===== config.mk =====
export PLATFORM = sky130hd
export DESIGN_NAME = integer_square_root_32
export DESIGN_NICKNAME = d
export VERILOG_FILES = /design/src/rtl/isqrt_pkg.sv /design/src/rtl/isqrt_cell.sv /design/src/rtl/integer_square_root_32.sv
export SDC_FILE = /design/constraint.sdc
export NUM_CORES = 1
export LEC_CHECK = 0
export ABC_CLOCK_PERIOD_IN_PS = 83900
export BUFFER_PORTS_ARGS = -buffer_cell sky130_fd_sc_hd__buf_2
export CAP_MARGIN = 10
export CORE_ASPECT_RATIO = 1.2
export CORE_MARGIN = 10
export CORE_UTILIZATION = 50
export DETAILED_ROUTE_END_ITERATION = 10
export GPL_TIMING_DRIVEN = 0
export PLACE_DENSITY_LB_ADDON = 0.15
export REMOVE_ABC_BUFFERS = 1
export SLEW_MARGIN = 20
export SYNTH_ARGS = -nofsm -noshare
export SYNTH_HDL_FRONTEND = slang
export SYNTH_SLANG_ARGS = --single-unit
export TNS_END_PERCENT = 100

===== constraint.sdc =====
create_clock -name clk -period 83.9 [get_ports clk]
set_input_delay 20.975 -clock clk [delete_from_list [all_inputs] [get_ports clk]]
set_output_delay 20.975 -clock clk [all_outputs]
set_load 0.05 [all_outputs]

===== src/rtl/isqrt_pkg.sv =====
`timescale 1ns / 1ps
`default_nettype none
// ----------------------------------------------------------------------------
// isqrt_pkg: shared types and constants for the integer square root
// Widths of the radicand, root and partial remainder, and the word that
// travels from cell to cell down the root chain.
// ----------------------------------------------------------------------------
package isqrt_pkg;

    localparam int RADICAND_W = 32;
    localparam int ROOT_W     = 16;
    localparam int REM_W      = 18;
    localparam int REM_SH_W   = REM_W + 2;
    localparam int KEEP_BITS  = 8;
    localparam int CNT_W      = 4;
    localparam int NUM_CELLS  = ROOT_W;

    localparam logic [CNT_W-1:0] CNT_KEEP = CNT_W'(KEEP_BITS);

    typedef enum logic
    {
        REQ_EXACT  = 1'b0,
        REQ_APPROX = 1'b1
    } req_type_t;

    typedef struct packed
    {
        logic [RADICAND_W-1:0] x;
        logic [REM_W-1:0]      rem;
        logic [ROOT_W-1:0]     root;
        req_type_t             req;
        logic [CNT_W-1:0]      cnt;
    } isqrt_word_t;

endpackage
`default_nettype wire


===== src/rtl/isqrt_cell.sv =====
`timescale 1ns / 1ps
`default_nettype none
// ----------------------------------------------------------------------------
// isqrt_cell: one root bit of the square root chain
// Brings down the next two radicand bits, tries the next root bit against
// the partial remainder and hands the updated word to the next cell.
// ----------------------------------------------------------------------------
module isqrt_cell
    import isqrt_pkg::*;
(
    input  wire logic        clk,
    input  wire logic        rst_n,
    input  wire logic        advance,
    input  wire logic        prev_valid,
    input  wire isqrt_word_t prev_word,
    output logic             valid,
    output isqrt_word_t      word
);

    logic        valid_reg;
    isqrt_word_t word_reg;
    isqrt_word_t word_next;

    logic [REM_SH_W-1:0] rem_sh;
    logic [REM_SH_W-1:0] trial;
    logic [REM_SH_W-1:0] rem_diff;
    logic                keep;
    logic                take;
    logic                started;

    always_comb
    begin
        rem_sh   = {prev_word.rem, prev_word.x[RADICAND_W-1 -: 2]};
        trial    = {2'b00, prev_word.root, 2'b01};
        rem_diff = rem_sh - trial;
        // past the top eight significant root bits an approximate request drops the rest
        keep     = !(prev_word.req == REQ_APPROX && prev_word.cnt == CNT_KEEP);
        take     = keep && (rem_sh >= trial);
        started  = (prev_word.cnt != '0) || take;

        word_next      = prev_word;
        word_next.x    = {prev_word.x[RADICAND_W-3:0], 2'b00};
        word_next.rem  = take ? rem_diff[REM_W-1:0] : rem_sh[REM_W-1:0];
        word_next.root = {prev_word.root[ROOT_W-2:0], take};
        if (started && prev_word.cnt != CNT_KEEP)
        begin
            word_next.cnt = prev_word.cnt + CNT_W'(1);
        end
    end

    always_ff @(posedge clk or negedge rst_n)
    begin
        if (!rst_n)
        begin
            valid_reg <= 1'b0;
        end
        else if (advance)
        begin
            valid_reg <= prev_valid;
        end
    end

    always_ff @(posedge clk)
    begin
        if (advance)
        begin
            word_reg <= word_next;
        end
    end

    assign valid = valid_reg;
    assign word  = word_reg;

endmodule
`default_nettype wire


===== src/rtl/integer_square_root_32.sv =====
`timescale 1ns / 1ps
`default_nettype none
// ----------------------------------------------------------------------------
// integer_square_root_32: 32-bit unsigned integer square root
// A chain of sixteen cells, one per root bit, followed by an output
// register. A new word enters every cycle while the output side keeps
// up; each root passes through the sixteen cell registers and then the
// output register. The whole chain holds while out_stall keeps a
// finished root waiting. req_type 0 gives floor(sqrt(radicand));
// req_type 1 keeps only the top eight significant bits of that root and
// clears the lower ones.
// ----------------------------------------------------------------------------
module integer_square_root_32
    import isqrt_pkg::*;
(
    input  wire logic                  clk,
    input  wire logic                  rst_n,
    input  wire logic                  in_valid,
    output logic                       in_stall,
    input  wire logic [RADICAND_W-1:0] radicand,
    input  wire logic                  req_type,
    output logic                       out_valid,
    input  wire logic                  out_stall,
    output logic [ROOT_W-1:0]          root
);

    logic        advance;
    logic        chain_valid [NUM_CELLS+1];
    isqrt_word_t chain_word  [NUM_CELLS+1];

    logic              out_valid_reg;
    logic [ROOT_W-1:0] root_reg;

    assign advance  = !out_valid_reg || !out_stall;
    assign in_stall = !advance;

    assign chain_valid[0] = in_valid;
    assign chain_word[0]  = '{x:    radicand,
                              rem:  REM_W'(0),
                              root: ROOT_W'(0),
                              req:  req_type_t'(req_type),
                              cnt:  CNT_W'(0)};

    for (genvar i = 0; i < NUM_CELLS; i++)
    begin : g_cell
        isqrt_cell u_cell
        (
            .clk        (clk),
            .rst_n      (rst_n),
            .advance    (advance),
            .prev_valid (chain_valid[i]),
            .prev_word  (chain_word[i]),
            .valid      (chain_valid[i+1]),
            .word       (chain_word[i+1])
        );
    end

    always_ff @(posedge clk or negedge rst_n)
    begin
        if (!rst_n)
        begin
            out_valid_reg <= 1'b0;
        end
        else if (advance)
        begin
            out_valid_reg <= chain_valid[NUM_CELLS];
        end
    end

    always_ff @(posedge clk)
    begin
        if (advance)
        begin
            root_reg <= chain_word[NUM_CELLS].root;
        end
    end

    assign out_valid = out_valid_reg;
    assign root      = root_reg;

endmodule
`default_nettype wire

==> impl_metrics.csv <==
group,metric,value,unit
global_route,use_met3,2.46,%
logic_synthesis,synth.top_cells.by_count,"710 x edfxtp_1, 215 x inv_1, 179 x ha_1, 136 x xnor2_1, 123 x nor2_1",
clocking,insertion_delay,610,ps
clocking,cts_tree,"built",
logic_synthesis,yosysTopAreaCell,"edfxtp_1",
sta,period_share,53.3,%
cells_and_area,fill_cells,5155,
logic_synthesis,seq_area_frac_synth,65.6,%
worst_setup_path,required,62920,ps
worst_hold_path,hold_path.class,"flop to flop",
die,die_w,255,um
die,fp.dieH,302,um
die,initial_core_util,50.5,%
die,num_rows,103,
logic_synthesis,synthArstFlopShare,2.34,%
routing,ant_nets,0,
worst_setup_path,arrival,23760,ps
logic_synthesis,syn_inst,2389,
global_route,grt_first_pass_wirelength,89400,um
place,dpl_cell_area,34900,um2
routing,via_per_inst,5.41,
logic_synthesis,ys.flop_type,"edfxtp_1",
global_route,grt_max_degree,63,
cells_and_area,multi_input_area,10600,um2
logic_synthesis,ys_warn_count,0,
routing,drc,0,
global_route,antenna_found_initial,0,
sta,hold_violations,0,
worst_setup_path,critPathLaunchType,"input port",
routing,firstDrtPassIters,5,
logic_synthesis,synth_area_leaders,"edfxtp_1 64%, ha_1 6.8%, xnor2_1 3.6%",
clocking,postCtsHoldBufs,0,
sta,fin_crit,44740,ps
global_route,overflow,0,
cells_and_area,design_area,37200,um2
worst_setup_path,crit_type,"input port to output port",
sta,slew_headroom,22.1,%
routing,wl_per_cell,16.1,um
cells_and_area,final_nets,2732,
clocking,clockBufferDepth,3,
clocking,cts_made_buffers,76,
logic_synthesis,ys_ff_latch,727,
place,dp_hpwl,40200,um
global_route,grt-busiest-layer,"met2",
sta,grt_setup_unrepaired,"no",
die,core,65700,um2
routing,drt_wl_total,54900,um
clocking,htree_levels,3,
routing,initialDrtViolationCount,699,
global_route,grt_pass1_vias,19400,
global_route,grt_util_met2,30.2,%
cells_and_area,largest_register_ffs,694,
global_route,met1_usage,12.0,%
worst_setup_path,worstSetupEndpointType,"output port",
sta,worst_slew_pin_slew,1140,ps
place,io_buffers,54,
die,ios,55,
sta,slew_violations,0,
sta,clock.fmax,22.4,MHz
run,maxCapViolCount,0,
logic_synthesis,yosysTopAreaCellShare,64.3,%
cells_and_area,antennaDiodeCount,0,
pwr,power_density,39.3,nW/um2
run_status,outcome,"completed",
cells_and_area,areaGrowthSynthToFinish,12.3,%
cells_and_area,regArea,21700,um2
pwr,vdd_drop_max,0.0172,mV
logic_synthesis,syn_area,33200,um2
logic_synthesis,synth_most_common_cell,"edfxtp_1",
logic_synthesis,yosysUniqueCellTypes,68,
global_route,grt_usage,14.4,%
clocking,cts.repair.resized,0,
cells_and_area,drive_gt1_share,12.0,%
sta,tns,0,ps
clocking,cts_num_sinks,727,
die,dieArea,77100,um2
place,place_congestion,0.884,
clocking,post_cts_buffers,0,
logic_synthesis,synth_edf_count,710,
sta,setup_violations,0,
clocking,clkTransAtPathRegs,60,ps
pwr,p_leak,14.6,nW
clocking,clock-root-buffer,"clkbuf_16",
logic_synthesis,avgSynthCellArea,13.9,um2
worst_setup_path,crit_path_max_fanout,57,
routing,dr_total_vias,18500,
sta,fin_worst_skew,24.3,ps
power by group:
group / internal (mW) / switching [mW] / leakage [nW]
sequential: 0.612 / 0.0730 / 7.09
combinational: 0.206 / 0.253 / 6.38
clock: 0.184 / 0.135 / 1.16
worst max-delay path, stage by stage:
cell and delay [ps]:
buf_2 110, nand2_4 500, buf_16 320, buf_12 280, buf_16 280, buf_16 310, buf_16 300, buf_12 270
inv_1 60, buf_2 210
final cells by class:
class | instances | share of cell area (%)
multi-input combinational | 1423 | 28.5
inverter | 215 | 2.17
clock buffer | 90 | 5.30
timing repair buffer | 73 | 1.78
clock inverter | 48 | 1.07
tap | 840 | 2.82
sequential | 727 | 58.4
metal layers:
metal	up-vias	wire length [um]	share of wire (%)
met5	-	0	0
met4	0	2520	4.6
met1	8896	17600	32
li1	9110	-	-
met3	156	1870	3.4
met2	310	32900	60
path summary, 6_finish.rpt:
kind | startpoint | endpoint | slack [ps] | cells after the start
max in group asynchronous | rst_n | g_cell[3].u_cell.valid$_DFFE_PN0N_ | 63340 | 1
min in group asynchronous | rst_n | g_cell[14].u_cell.valid$_DFFE_PN0N_ | 20290 | 1
worst min register to register | g_cell[7].u_cell.word[55]$_DFFE_PN_ | g_cell[8].u_cell.word[57]$_DFFE_PN_ | 410 | 0
worst max-delay path | out_stall | in_stall | 39160 | 10
worst max register to register | g_cell[9].u_cell.word[30]$_DFFE_PN_ | g_cell[10].u_cell.word[34]$_DFFE_PN_ | 80300 | 8
worst min-delay path | g_cell[7].u_cell.word[55]$_DFFE_PN_ | g_cell[8].u_cell.word[57]$_DFFE_PN_ | 410 | 0
stage by stage:
| step | utilization (%) | worst slack [ps] | hold WS [ps] | total power [mW] | cells |
|---|---|---|---|---|---|
| floorplan | - | 21850 | 400 | 1.10 | 2365 |
| global placement | 52.3 | 20770 | 400 | 1.21 | 3259 |
| detailed placement | 53.1 | 39080 | 405 | 1.15 | 3278 |
| CTS | 56.7 | 39070 | 413 | 1.48 | 3416 |
| global route | 56.7 | 38920 | 417 | 1.56 | 3416 |
| finish | 56.7 | 39160 | 409 | 1.46 | 3416 |
kinds of logic after synthesis:
| family | share of synthesized area [%] |
|---|---|
| fa+ha+maj | 6.75 |
| buf+inv | 2.72 |
| flops | 65.6 |
| other cells | 0.0113 |
| simple gates | 8.34 |
| compound gates | 7.57 |
| xor+xnor | 5.86 |
| mux | 3.18 |
placed cells by master (no fill, tap or decap), types with 16 or more instances in the layout:
master,count
clkbuf_16,77
o21a_1,47
nand2_1,116
edfxtp_1,710
o31ai_1,16
nor3_1,53
inv_1,215
a21oi_1,87
nand2b_1,27
nor4_1,24
a211oi_1,16
ha_1,179
nor2b_1,31
o21ai_0,89
xor2_1,86
nand3_1,44
buf_2,55
nor2_1,123
a21o_1,32
dfrtp_1,17
clkinv_1,18
or3_1,27
mux2_2,90
xnor2_1,136
No activity file was read; power rests on OpenSTA's default activity.
